[src/design/tga_pkg.sv]
package tga_pkg;

	localparam int DIM_W       = 16;
	localparam int CNT_W       = 8;
	localparam int HIDX_W      = 5;
	localparam int PIXELS_W    = 2 * DIM_W;
	localparam int TOTAL_W     = DIM_W + 1;
	localparam int QUOT_W      = 8;
	localparam int DSH_W       = DIM_W + QUOT_W - 1;
	localparam int STEP_CNT_W  = $clog2(QUOT_W + 1);
	localparam int DIV_STEPS   = 3;

	localparam logic [HIDX_W-1:0] HDR_ID_LEN     = 5'd0;
	localparam logic [HIDX_W-1:0] HDR_CMAP_TYPE  = 5'd1;
	localparam logic [HIDX_W-1:0] HDR_IMG_TYPE   = 5'd2;
	localparam logic [HIDX_W-1:0] HDR_WIDTH_LO   = 5'd12;
	localparam logic [HIDX_W-1:0] HDR_WIDTH_HI   = 5'd13;
	localparam logic [HIDX_W-1:0] HDR_HEIGHT_LO  = 5'd14;
	localparam logic [HIDX_W-1:0] HDR_HEIGHT_HI  = 5'd15;
	localparam logic [HIDX_W-1:0] HDR_DEPTH      = 5'd16;
	localparam logic [HIDX_W-1:0] HDR_LAST       = 5'd17;

	localparam logic [7:0] TYPE_RAW     = 8'd2;
	localparam logic [7:0] TYPE_RLE     = 8'd10;
	localparam logic [7:0] DEPTH_24     = 8'd24;
	localparam logic [7:0] DEPTH_32     = 8'd32;
	localparam logic [7:0] ALPHA_OPAQUE = 8'd255;
	localparam logic [7:0] PKT_COUNT_MASK = 8'h7f;
	localparam int         PKT_RUN_BIT  = 7;

	typedef enum logic [2:0] {
		PH_HEADER,
		PH_IDSKIP,
		PH_PACKET,
		PH_PIXEL,
		PH_DONE
	} phase_t;

	typedef enum logic [1:0] {
		ST_PIXEL      = 2'd0,
		ST_BAD_TYPE   = 2'd1,
		ST_BAD_FORMAT = 2'd2
	} status_t;

	typedef struct packed {
		status_t          status;
		logic [7:0]       red;
		logic [7:0]       green;
		logic [7:0]       blue;
		logic [7:0]       alpha;
		logic [DIM_W-1:0] start_row;
		logic [DIM_W-1:0] start_column;
		logic [CNT_W-1:0] run_count;
		logic             last_run;
		logic [DIM_W-1:0] image_width;
		logic [DIM_W-1:0] image_height;
	} res_t;

	typedef struct packed {
		logic               start;
		logic [TOTAL_W-1:0] total;
		logic [DIM_W-1:0]   divisor;
	} div_req_t;

	typedef struct packed {
		logic              busy;
		logic              done;
		logic [QUOT_W-1:0] quot;
		logic [DIM_W-1:0]  rem;
	} div_rsp_t;

endpackage

[src/design/tga_rle_image_decoder.sv]
// channel  handshake             payload
// in       in_valid / in_stall   data_byte, file_start
// out      out_valid / out_stall status, red, green, blue, alpha, start_row,
//                                start_column, run_count, last_run,
//                                image_width, image_height
//
// One byte per cycle while in_stall stays low; a byte is held in the input
// register and its result in the output register. A run packet's position
// update goes through a restoring divider (three quotient bits a cycle) that
// always finishes before the next pixel of the file can need it.
// Reset puts the parser in the header phase with an empty output register.
// out_stall holds the result; the input register keeps taking bytes until
// a byte that makes a result finds the output register still full.
module tga_rle_image_decoder (
	input  logic                      clk,
	input  logic                      arst_n,
	input  logic                      in_valid,
	output logic                      in_stall,
	input  logic [7:0]                data_byte,
	input  logic                      file_start,
	output logic                      out_valid,
	input  logic                      out_stall,
	output logic [1:0]                status,
	output logic [7:0]                red,
	output logic [7:0]                green,
	output logic [7:0]                blue,
	output logic [7:0]                alpha,
	output logic [tga_pkg::DIM_W-1:0] start_row,
	output logic [tga_pkg::DIM_W-1:0] start_column,
	output logic [tga_pkg::CNT_W-1:0] run_count,
	output logic                      last_run,
	output logic [tga_pkg::DIM_W-1:0] image_width,
	output logic [tga_pkg::DIM_W-1:0] image_height
);

	logic              valid_s1;
	logic [7:0]        byte_s1;
	logic              start_s1;
	logic              take, res_load, out_free;
	tga_pkg::res_t     res_d, res_out;
	tga_pkg::div_req_t div_req;
	tga_pkg::div_rsp_t div_rsp;

	assign in_stall = valid_s1 && !take;

	always_ff @(posedge clk or negedge arst_n) begin
		if (!arst_n) begin
			valid_s1 <= 1'b0;
		end else if (!in_stall) begin
			valid_s1 <= in_valid;
		end
	end

	always_ff @(posedge clk) begin
		if (in_valid && !in_stall) begin
			byte_s1  <= data_byte;
			start_s1 <= file_start;
		end
	end

	tga_parse u_parse (
		.clk        (clk),
		.arst_n     (arst_n),
		.item_valid (valid_s1),
		.data_byte  (byte_s1),
		.file_start (start_s1),
		.out_free   (out_free),
		.div_rsp    (div_rsp),
		.div_req    (div_req),
		.take       (take),
		.res_load   (res_load),
		.res        (res_d)
	);

	tga_div u_div (
		.clk    (clk),
		.arst_n (arst_n),
		.req    (div_req),
		.rsp    (div_rsp)
	);

	tga_out_reg u_out (
		.clk    (clk),
		.arst_n (arst_n),
		.load   (res_load),
		.d      (res_d),
		.stall  (out_stall),
		.valid  (out_valid),
		.free   (out_free),
		.q      (res_out)
	);

	assign status       = res_out.status;
	assign red          = res_out.red;
	assign green        = res_out.green;
	assign blue         = res_out.blue;
	assign alpha        = res_out.alpha;
	assign start_row    = res_out.start_row;
	assign start_column = res_out.start_column;
	assign run_count    = res_out.run_count;
	assign last_run     = res_out.last_run;
	assign image_width  = res_out.image_width;
	assign image_height = res_out.image_height;

endmodule

[src/design/tga_div.sv]
module tga_div (
	input  logic              clk,
	input  logic              arst_n,
	input  tga_pkg::div_req_t req,
	output tga_pkg::div_rsp_t rsp
);

	localparam logic [tga_pkg::STEP_CNT_W-1:0] QUOT_STEPS =
		tga_pkg::STEP_CNT_W'(tga_pkg::QUOT_W);

	logic                             busy_q;
	logic [tga_pkg::STEP_CNT_W-1:0]   cnt_q;
	logic [tga_pkg::TOTAL_W-1:0]      rem_q;
	logic [tga_pkg::DSH_W-1:0]        dsh_q;
	logic [tga_pkg::QUOT_W-1:0]       quot_q;

	logic [tga_pkg::STEP_CNT_W-1:0]   c;
	logic [tga_pkg::TOTAL_W-1:0]      r;
	logic [tga_pkg::DSH_W-1:0]        d;
	logic [tga_pkg::QUOT_W-1:0]       q;

	// restoring division, a few quotient bits per cycle, MSB first
	always_comb begin
		c = cnt_q;
		r = rem_q;
		d = dsh_q;
		q = quot_q;
		for (int j = 0; j < tga_pkg::DIV_STEPS; j++) begin
			if (c != '0) begin
				if ({{(tga_pkg::DSH_W - tga_pkg::TOTAL_W){1'b0}}, r} >= d) begin
					r = r - d[tga_pkg::TOTAL_W-1:0];
					q = {q[tga_pkg::QUOT_W-2:0], 1'b1};
				end else begin
					q = {q[tga_pkg::QUOT_W-2:0], 1'b0};
				end
				d = d >> 1;
				c = c - 1'b1;
			end
		end
		rsp.busy = busy_q;
		rsp.done = busy_q && (c == '0);
		rsp.quot = q;
		rsp.rem  = r[tga_pkg::DIM_W-1:0];
	end

	always_ff @(posedge clk or negedge arst_n) begin
		if (!arst_n) begin
			busy_q <= 1'b0;
			cnt_q  <= '0;
		end else if (req.start) begin
			busy_q <= 1'b1;
			cnt_q  <= QUOT_STEPS;
		end else if (busy_q) begin
			cnt_q <= c;
			if (c == '0) begin
				busy_q <= 1'b0;
			end
		end
	end

	always_ff @(posedge clk) begin
		if (req.start) begin
			rem_q  <= req.total;
			dsh_q  <= {req.divisor, {(tga_pkg::QUOT_W - 1){1'b0}}};
			quot_q <= '0;
		end else if (busy_q) begin
			rem_q  <= r;
			dsh_q  <= d;
			quot_q <= q;
		end
	end

endmodule

[src/design/tga_parse.sv]
module tga_parse (
	input  logic              clk,
	input  logic              arst_n,
	input  logic              item_valid,
	input  logic [7:0]        data_byte,
	input  logic              file_start,
	input  logic              out_free,
	input  tga_pkg::div_rsp_t div_rsp,
	output tga_pkg::div_req_t div_req,
	output logic              take,
	output logic              res_load,
	output tga_pkg::res_t     res
);

	tga_pkg::phase_t              phase_q, phase_n, eff_phase, data_ph;
	tga_pkg::status_t             err_q, err_n, eff_err;
	logic [tga_pkg::HIDX_W-1:0]   hidx_q, hidx_n, eff_idx;
	logic [7:0]                   low_q, low_n;
	logic [7:0]                   idskip_q, idskip_n;
	logic                         rle_q, rle_n;
	logic                         four_q, four_n;
	logic [tga_pkg::DIM_W-1:0]    width_q, width_n;
	logic [tga_pkg::DIM_W-1:0]    height_q, height_n;
	logic [tga_pkg::DIM_W-1:0]    row_q, row_n;
	logic [tga_pkg::DIM_W-1:0]    col_q, col_n;
	logic [tga_pkg::CNT_W-1:0]    pleft_q, pleft_n;
	logic                         prun_q, prun_n;
	logic [1:0]                   pbi_q, pbi_n, lastb;
	logic [7:0]                   blue_q, blue_n;
	logic [7:0]                   green_q, green_n;
	logic [7:0]                   red_q, red_n;
	logic [tga_pkg::PIXELS_W-1:0] pixleft_q, pixleft_n, area, n_wide;
	logic [tga_pkg::CNT_W-1:0]    n;
	logic                         is_run, res_v, div_go, pos_wait;

	assign area   = width_q * height_q;
	assign lastb  = four_q ? 2'd3 : 2'd2;
	assign is_run = rle_q && prun_q;
	assign n      = is_run ? pleft_q : tga_pkg::CNT_W'(1);
	assign n_wide = {{(tga_pkg::PIXELS_W - tga_pkg::CNT_W){1'b0}}, n};

	always_comb begin
		eff_phase = file_start ? tga_pkg::PH_HEADER : phase_q;
		eff_idx   = file_start ? '0 : hidx_q;
		eff_err   = file_start ? tga_pkg::ST_PIXEL : err_q;
		data_ph   = rle_q ? tga_pkg::PH_PACKET : tga_pkg::PH_PIXEL;

		phase_n   = eff_phase;
		hidx_n    = eff_idx;
		err_n     = eff_err;
		low_n     = low_q;
		idskip_n  = idskip_q;
		rle_n     = rle_q;
		four_n    = four_q;
		width_n   = width_q;
		height_n  = height_q;
		row_n     = row_q;
		col_n     = col_q;
		pleft_n   = pleft_q;
		prun_n    = prun_q;
		pbi_n     = pbi_q;
		blue_n    = blue_q;
		green_n   = green_q;
		red_n     = red_q;
		pixleft_n = pixleft_q;

		res_v = 1'b0;
		div_go = 1'b0;
		res = '0;
		res.status       = tga_pkg::ST_PIXEL;
		res.image_width  = width_q;
		res.image_height = height_q;

		unique case (eff_phase)
			tga_pkg::PH_HEADER: begin
				if (eff_idx < tga_pkg::HDR_LAST) begin
					unique case (eff_idx)
						tga_pkg::HDR_ID_LEN: idskip_n = data_byte;
						tga_pkg::HDR_CMAP_TYPE: begin
							if (data_byte != 8'd0) err_n = tga_pkg::ST_BAD_FORMAT;
						end
						tga_pkg::HDR_IMG_TYPE: begin
							rle_n = (data_byte == tga_pkg::TYPE_RLE);
							if (data_byte != tga_pkg::TYPE_RAW && data_byte != tga_pkg::TYPE_RLE)
								err_n = tga_pkg::ST_BAD_TYPE;
						end
						tga_pkg::HDR_WIDTH_LO,
						tga_pkg::HDR_HEIGHT_LO: low_n = data_byte;
						tga_pkg::HDR_WIDTH_HI: width_n = {data_byte, low_q};
						tga_pkg::HDR_HEIGHT_HI: height_n = {data_byte, low_q};
						tga_pkg::HDR_DEPTH: begin
							four_n = (data_byte == tga_pkg::DEPTH_32);
							if (data_byte != tga_pkg::DEPTH_24 && data_byte != tga_pkg::DEPTH_32
								&& eff_err == tga_pkg::ST_PIXEL)
								err_n = tga_pkg::ST_BAD_FORMAT;
						end
						default: ;
					endcase
					hidx_n = eff_idx + 1'b1;
				end else if (eff_err != tga_pkg::ST_PIXEL) begin
					res_v = 1'b1;
					res.status = eff_err;
					res.last_run = 1'b1;
					phase_n = tga_pkg::PH_DONE;
				end else if (width_q == '0 || height_q == '0) begin
					res_v = 1'b1;
					res.last_run = 1'b1;
					phase_n = tga_pkg::PH_DONE;
				end else begin
					row_n     = height_q - 1'b1;
					col_n     = '0;
					pleft_n   = '0;
					prun_n    = 1'b0;
					pbi_n     = '0;
					pixleft_n = area;
					phase_n   = (idskip_q != 8'd0) ? tga_pkg::PH_IDSKIP : data_ph;
				end
			end
			tga_pkg::PH_IDSKIP: begin
				idskip_n = idskip_q - 1'b1;
				if (idskip_n == 8'd0) phase_n = data_ph;
			end
			tga_pkg::PH_PACKET: begin
				pleft_n = (data_byte & tga_pkg::PKT_COUNT_MASK) + 1'b1;
				prun_n  = data_byte[tga_pkg::PKT_RUN_BIT];
				pbi_n   = '0;
				phase_n = tga_pkg::PH_PIXEL;
			end
			tga_pkg::PH_PIXEL: begin
				if (pbi_q < lastb) begin
					unique case (pbi_q)
						2'd0: blue_n = data_byte;
						2'd1: green_n = data_byte;
						default: red_n = data_byte;
					endcase
					pbi_n = pbi_q + 1'b1;
				end else begin
					pbi_n = '0;
					res_v = 1'b1;
					res.red          = four_q ? red_q : data_byte;
					res.alpha        = four_q ? data_byte : tga_pkg::ALPHA_OPAQUE;
					res.green        = green_q;
					res.blue         = blue_q;
					res.start_row    = row_q;
					res.start_column = col_q;
					if (n_wide >= pixleft_q) begin
						// clip at the image end
						res.run_count = pixleft_q[tga_pkg::CNT_W-1:0];
						res.last_run  = 1'b1;
						phase_n = tga_pkg::PH_DONE;
					end else begin
						res.run_count = n;
						pixleft_n = pixleft_q - n_wide;
						if (is_run) begin
							div_go = 1'b1;
						end else if (col_q + 1'b1 == width_q) begin
							col_n = '0;
							row_n = row_q - 1'b1;
						end else begin
							col_n = col_q + 1'b1;
						end
						if (rle_q) begin
							pleft_n = is_run ? '0 : pleft_q - 1'b1;
							if (pleft_n == '0) phase_n = tga_pkg::PH_PACKET;
						end
					end
				end
			end
			tga_pkg::PH_DONE: ;
			default: ;
		endcase
	end

	// hold a pixel's last byte while a run's position update is still in the divider
	assign pos_wait = div_rsp.busy && (eff_phase == tga_pkg::PH_PIXEL) && (pbi_q == lastb);
	assign take     = item_valid && !pos_wait && (!res_v || out_free);
	assign res_load = take && res_v;

	assign div_req.start   = take && div_go;
	assign div_req.total   = {1'b0, col_q} + {{(tga_pkg::TOTAL_W - tga_pkg::CNT_W){1'b0}}, n};
	assign div_req.divisor = width_q;

	always_ff @(posedge clk or negedge arst_n) begin
		if (!arst_n) begin
			phase_q   <= tga_pkg::PH_HEADER;
			err_q     <= tga_pkg::ST_PIXEL;
			hidx_q    <= '0;
			low_q     <= '0;
			idskip_q  <= '0;
			rle_q     <= 1'b0;
			four_q    <= 1'b0;
			width_q   <= '0;
			height_q  <= '0;
			row_q     <= '0;
			col_q     <= '0;
			pleft_q   <= '0;
			prun_q    <= 1'b0;
			pbi_q     <= '0;
			blue_q    <= '0;
			green_q   <= '0;
			red_q     <= '0;
			pixleft_q <= '0;
		end else begin
			if (take) begin
				phase_q   <= phase_n;
				err_q     <= err_n;
				hidx_q    <= hidx_n;
				low_q     <= low_n;
				idskip_q  <= idskip_n;
				rle_q     <= rle_n;
				four_q    <= four_n;
				width_q   <= width_n;
				height_q  <= height_n;
				pleft_q   <= pleft_n;
				prun_q    <= prun_n;
				pbi_q     <= pbi_n;
				blue_q    <= blue_n;
				green_q   <= green_n;
				red_q     <= red_n;
				pixleft_q <= pixleft_n;
			end
			// no byte taken while the divider finishes moves the position
			if (div_rsp.done) begin
				row_q <= row_q - {{(tga_pkg::DIM_W - tga_pkg::QUOT_W){1'b0}}, div_rsp.quot};
				col_q <= div_rsp.rem;
			end else if (take) begin
				row_q <= row_n;
				col_q <= col_n;
			end
		end
	end

endmodule

[src/design/tga_out_reg.sv]
module tga_out_reg (
	input  logic          clk,
	input  logic          arst_n,
	input  logic          load,
	input  tga_pkg::res_t d,
	input  logic          stall,
	output logic          valid,
	output logic          free,
	output tga_pkg::res_t q
);

	logic          valid_q;
	tga_pkg::res_t res_q;

	assign free  = !valid_q || !stall;
	assign valid = valid_q;
	assign q     = res_q;

	always_ff @(posedge clk or negedge arst_n) begin
		if (!arst_n) begin
			valid_q <= 1'b0;
		end else if (free) begin
			valid_q <= load;
		end
	end

	always_ff @(posedge clk) begin
		if (load) begin
			res_q <= d;
		end
	end

endmodule

[config.mk]
export PLATFORM = sky130hd
export DESIGN_NAME = tga_rle_image_decoder
export DESIGN_NICKNAME = d
export VERILOG_FILES = /design/src/design/tga_pkg.sv /design/src/design/tga_rle_image_decoder.sv /design/src/design/tga_div.sv /design/src/design/tga_parse.sv /design/src/design/tga_out_reg.sv
export SDC_FILE = /design/constraint.sdc
export NUM_CORES = 2
export LEC_CHECK = 0
export ABC_AREA = 1
export BUFFER_PORTS_ARGS = -buffer_cell sky130_fd_sc_hd__buf_2
export CORE_MARGIN = 2
export CORE_UTILIZATION = 50
export DETAILED_ROUTE_END_ITERATION = 10
export HOLD_SLACK_MARGIN = 0.03
export PLACE_DENSITY = 0.67
export SETUP_SLACK_MARGIN = 0.2
export SYNTH_ARGS = -nofsm -noshare
export SYNTH_HDL_FRONTEND = slang
export SYNTH_HIERARCHICAL = 1
export SYNTH_SLANG_ARGS = --single-unit
[constraint.sdc]
create_clock -name clk -period 7.7 [get_ports clk]
set_clock_uncertainty 0.2 [all_clocks]
set_input_delay 1.155 -clock clk [delete_from_list [all_inputs] [get_ports clk]]
set_output_delay 1.155 -clock clk [all_outputs]
set_load 0.02 [all_outputs]
==> results.txt <==
* Synthesis-to-layout area growth: 8.58%
- Of the available clock period, the critical path in the final layout requires 90.7%.
- Maximum level of the CTS H-tree: 2
* Worst-case vdd ir drop: 0.215 mV
- Nets: 4941
- Number of antenna violations at the first check in global routing: 0
- Mapped cell area: 32300 um^2
* Effective utilization at floorplan: 50.4%
* Number of instances in the placed design: 5335
* Sequential standard cell area: 8930 um^2
- Clock slew at reported path FFs: 0.06 ns
- In this run the worst hold path is classified as reg -> reg.
- For this run, the top clock speed supported by timing is 0.143 GHz.
* Antenna-violating nets left: 0
- With fillers left out, the area of the finished cells amounts to 35100 um^2.
- In this run the power density over the cells is 160 nW/um^2.
- Among the stages of the critical path, the cell type that occurs most often is sky130_fd_sc_hd__nand2_1.
* Share of synthesized registers carrying an async set or reset: 50.3%
- Cell with the largest stage delay on the worst path: sky130_fd_sc_hd__fa_1
- The floorplan has 93 rows.
- Entering global routing, the biggest net connects 75 pins.
* Clk buf depth: 3
- Post-Synthesis Cells: 4490
* Non-filler cells, final: 5413
- CTS tree: built
* Number of warnings issued by yosys: 6
- I/O pin count: 122
* Rel. slew slack: 21.7%
* Leakage power: 18.2 nW
- The first detailed-routing pass ran for 6 iterations.
* DRC violation count after routing: 0
* Global-route total usage across every layer: 28.5%
- Counting I/O delays and the setup requirement, the final critical path takes 6.99 ns.
- Unrepaired setup endpoints after global routing: no
- Outcome: finished clean
* Area of the core: 64100 um^2
- Max-cap violations in this run came to 0.
* Full die area: 66600 um^2
- Final hold viol count: 0
- Setup violations remaining at the end of the flow were counted as 0.
- Maximum single-stage delay on the critical path: 0.41 ns
- The layout has 6237 filler cells.
- The first global-routing pass estimated 151 mm of wire.
- STA classifies the critical path startpoint as a flop.
* Area of the multi-input gates: 19600 um^2
- Vias in the first global route: 27664
- Summed over all failing endpoints, the final setup total negative slack is 0 ns.
- Among all flip-flop cells after synthesis, the most frequent one is sky130_fd_sc_hd__dfrtp_1.
- Die Height: 258 um
- Post-synthesis sequential area ratio: 27.7%
- Critical path data required time: 8.02 ns
- Clock latency on the worst-skew pair: 0.61 ns
- Summed over all layers, the global routing overflow is 0.
* Sort of element at the end of the critical path: flop
* Fraction of layout instances using a drive strength above 1: 7.85%
- The die is 258 um wide.
* Number of enable flip-flop cells after synthesis: 149
- During placement, the flow inserted port buffers numbering 121.
* Library cell used as clock root buffer: sky130_fd_sc_hd__clkbuf_16
- The repair_antennas step left the layout with diodes totalling 0.
- Fin util: 54.7%
- For this block, the via count after detailed routing is 29273.
- TritonCTS created 40 clock buffers.
* Wire length reported by the detailed router: 94.5 mm
* Hold-fix buffer count after cts: 0
* Setup CP Type: reg -> reg
- The synthesized netlist contains 64 unique library cells.
* Syn_area_per_cell: 7.19 um^2
- Standard cell area after detailed placement: 33500 um^2
- At the end of routability-driven placement, the weighted congestion stood at 0.960.
- HPWL after detailed placement: 71.4 mm
- Via density per instance: 5.41
- Counting flops and latches in the post-synthesis netlist gives 330.
- Final-report max-slew violation count: 0
- CP arrival: 7.31 ns
- The detailed router finished its first iteration with 2825 violations.
- Of all nets on the critical path, the largest fanout is 9.
- Routed wirelength normalized by instance count: 17.5 um
- Total clock sinks: 330
- Slew of the pin with the lowest slew margin: 1.17 ns
* Total nets after synthesis: 4905
## synth_stat cells (57+ instances only)
master,count,area [um^2]
sky130_fd_sc_hd__nor2_1,306,1150
sky130_fd_sc_hd__nand3_1,261,1310
sky130_fd_sc_hd__edfxtp_1,149,4470
sky130_fd_sc_hd__fa_1,200,4000
sky130_fd_sc_hd__nand4_1,68,425
sky130_fd_sc_hd__a21oi_1,144,721
sky130_fd_sc_hd__ha_1,202,2530
sky130_fd_sc_hd__o21ai_0,235,1180
sky130_fd_sc_hd__nand2_1,1336,5010
sky130_fd_sc_hd__inv_1,805,3020
sky130_fd_sc_hd__o21ai_1,57,285
sky130_fd_sc_hd__dfrtp_1,166,4150
sky130_fd_sc_hd__buf_2,67,335
## stage by stage
| stage | power, mW | setup slack (ns) | hold slack, ns |
|---|---|---|---|
| after detailed placement | 3.68 | 0.478 | 0.243 |
| after global placement | 3.66 | 0.541 | 0.241 |
| after CTS | 5.64 | 0.404 | 0.257 |
| after global routing | 5.97 | 0.160 | 0.273 |
| final | 5.62 | 0.715 | 0.257 |
| after floorplan | 3.32 | 0.938 | 0.220 |
## per-layer routing
metal / vias up / wire [um] / track usage, % / share of wire, %
met5: - / 0 / 0 / 0
li1: 14143 / - / - / -
met4: 0 / 2170 / 6.81 / 2.3
met2: 1105 / 41700 / 44.3 / 44
met3: 149 / 8010 / 4.81 / 8.5
met1: 13876 / 42600 / 41.4 / 45
## report_power, final
group	internal [mW]	switching (mW)	total, mW	leakage [nW]
clock network	1.10	0.843	1.94	0.650
logic	0.472	1.04	1.51	13.9
registers	2.00	0.159	2.16	3.63
## cells by family after synthesis
kind of cell             after synthesis  synth area share (%)
AND/OR/NAND/NOR                     2121                  27.8
AO/OA/AOI/OAI                        547                  9.48
adder cells (fa/ha/maj)              402                  20.2
buffers and inverters               1005                  12.5
flip-flops                           330                  27.7
multiplexers                           1                0.0310
XOR/XNOR                              84                  2.36
## cell type report
type / count / area share, %
Sequential cell: 330 / 25.5
Multi-Input combinational cell: 3156 / 55.9
Clock buffer: 51 / 3.03
Tap cell: 855 / 3.05
Timing Repair Buffer: 180 / 3.04
Inverter: 818 / 8.77
Clock inverter: 23 / 0.757
## worst paths after layout
check | cells past startpoint | to | slack, ns | start
max in group asynchronous | 2 | u_out/valid | 5.69 | arst_n
worst min register to register | 2 | u_div/quot_q[0] | 0.26 | u_div/quot_q[0]
worst max-delay path | 48 | u_parse/row_q[14] | 0.71 | u_div/rem_q[11]
worst min-delay path | 2 | u_div/quot_q[0] | 0.26 | u_div/quot_q[0]
min in group asynchronous | 1 | u_parse/row_q[6] | 0.41 | arst_n
worst max register to register | 48 | u_parse/row_q[14] | 0.71 | u_div/rem_q[11]
## layout by cell type, fill, tap and decap left out, types with 27 or more instances in the layout
cell | synthesis | routed
sky130_fd_sc_hd__a21oi_1 | 144 | 140
sky130_fd_sc_hd__buf_2 | 67 | 120
sky130_fd_sc_hd__buf_4 | 24 | 57
sky130_fd_sc_hd__clkbuf_16 | 0 | 40
sky130_fd_sc_hd__dfrtp_1 | 166 | 166
sky130_fd_sc_hd__edfxtp_1 | 149 | 149
sky130_fd_sc_hd__fa_1 | 200 | 200
sky130_fd_sc_hd__ha_1 | 202 | 187
sky130_fd_sc_hd__inv_1 | 805 | 804
sky130_fd_sc_hd__nand2_1 | 1336 | 1334
sky130_fd_sc_hd__nand2_2 | 27 | 27
sky130_fd_sc_hd__nand3_1 | 261 | 260
sky130_fd_sc_hd__nand4_1 | 68 | 68
sky130_fd_sc_hd__nor2_1 | 306 | 300
sky130_fd_sc_hd__nor3_1 | 35 | 34
sky130_fd_sc_hd__o21ai_0 | 235 | 235
sky130_fd_sc_hd__o21ai_1 | 57 | 57
sky130_fd_sc_hd__xnor2_1 | 40 | 40
sky130_fd_sc_hd__xor2_1 | 42 | 42
## what timing repair did
action | CTS | global route
setup endpoints to repair | 0 | 7
gates resized for setup | 0 | 35
setup buffers | 0 | 3
endpoints found under the hold margin | 0 | 0
## state kept, by name, indices dropped and copies added (netlist names), 16 cells and up
register and cells:
u_parse/height_q 16, u_out/q 107, u_div/dsh_q 23, u_parse/pixleft_q 32, u_div/rem_q 17, u_parse/width_q 16
u_parse/row_q 16, u_parse/col_q 16
## critical path, delay by kind of cell (launching register included)
kind                       cells  cell delay (ns)
and+or+nand+nor               34             3.36
adders and majority gates      5             1.70
AOI/OAI and AO/OA              4             0.71
DFF                            1             0.40
buffers and inverters          4             0.39
xor gates and xnor gates       1             0.15
(Power assumes the default switching activity.)
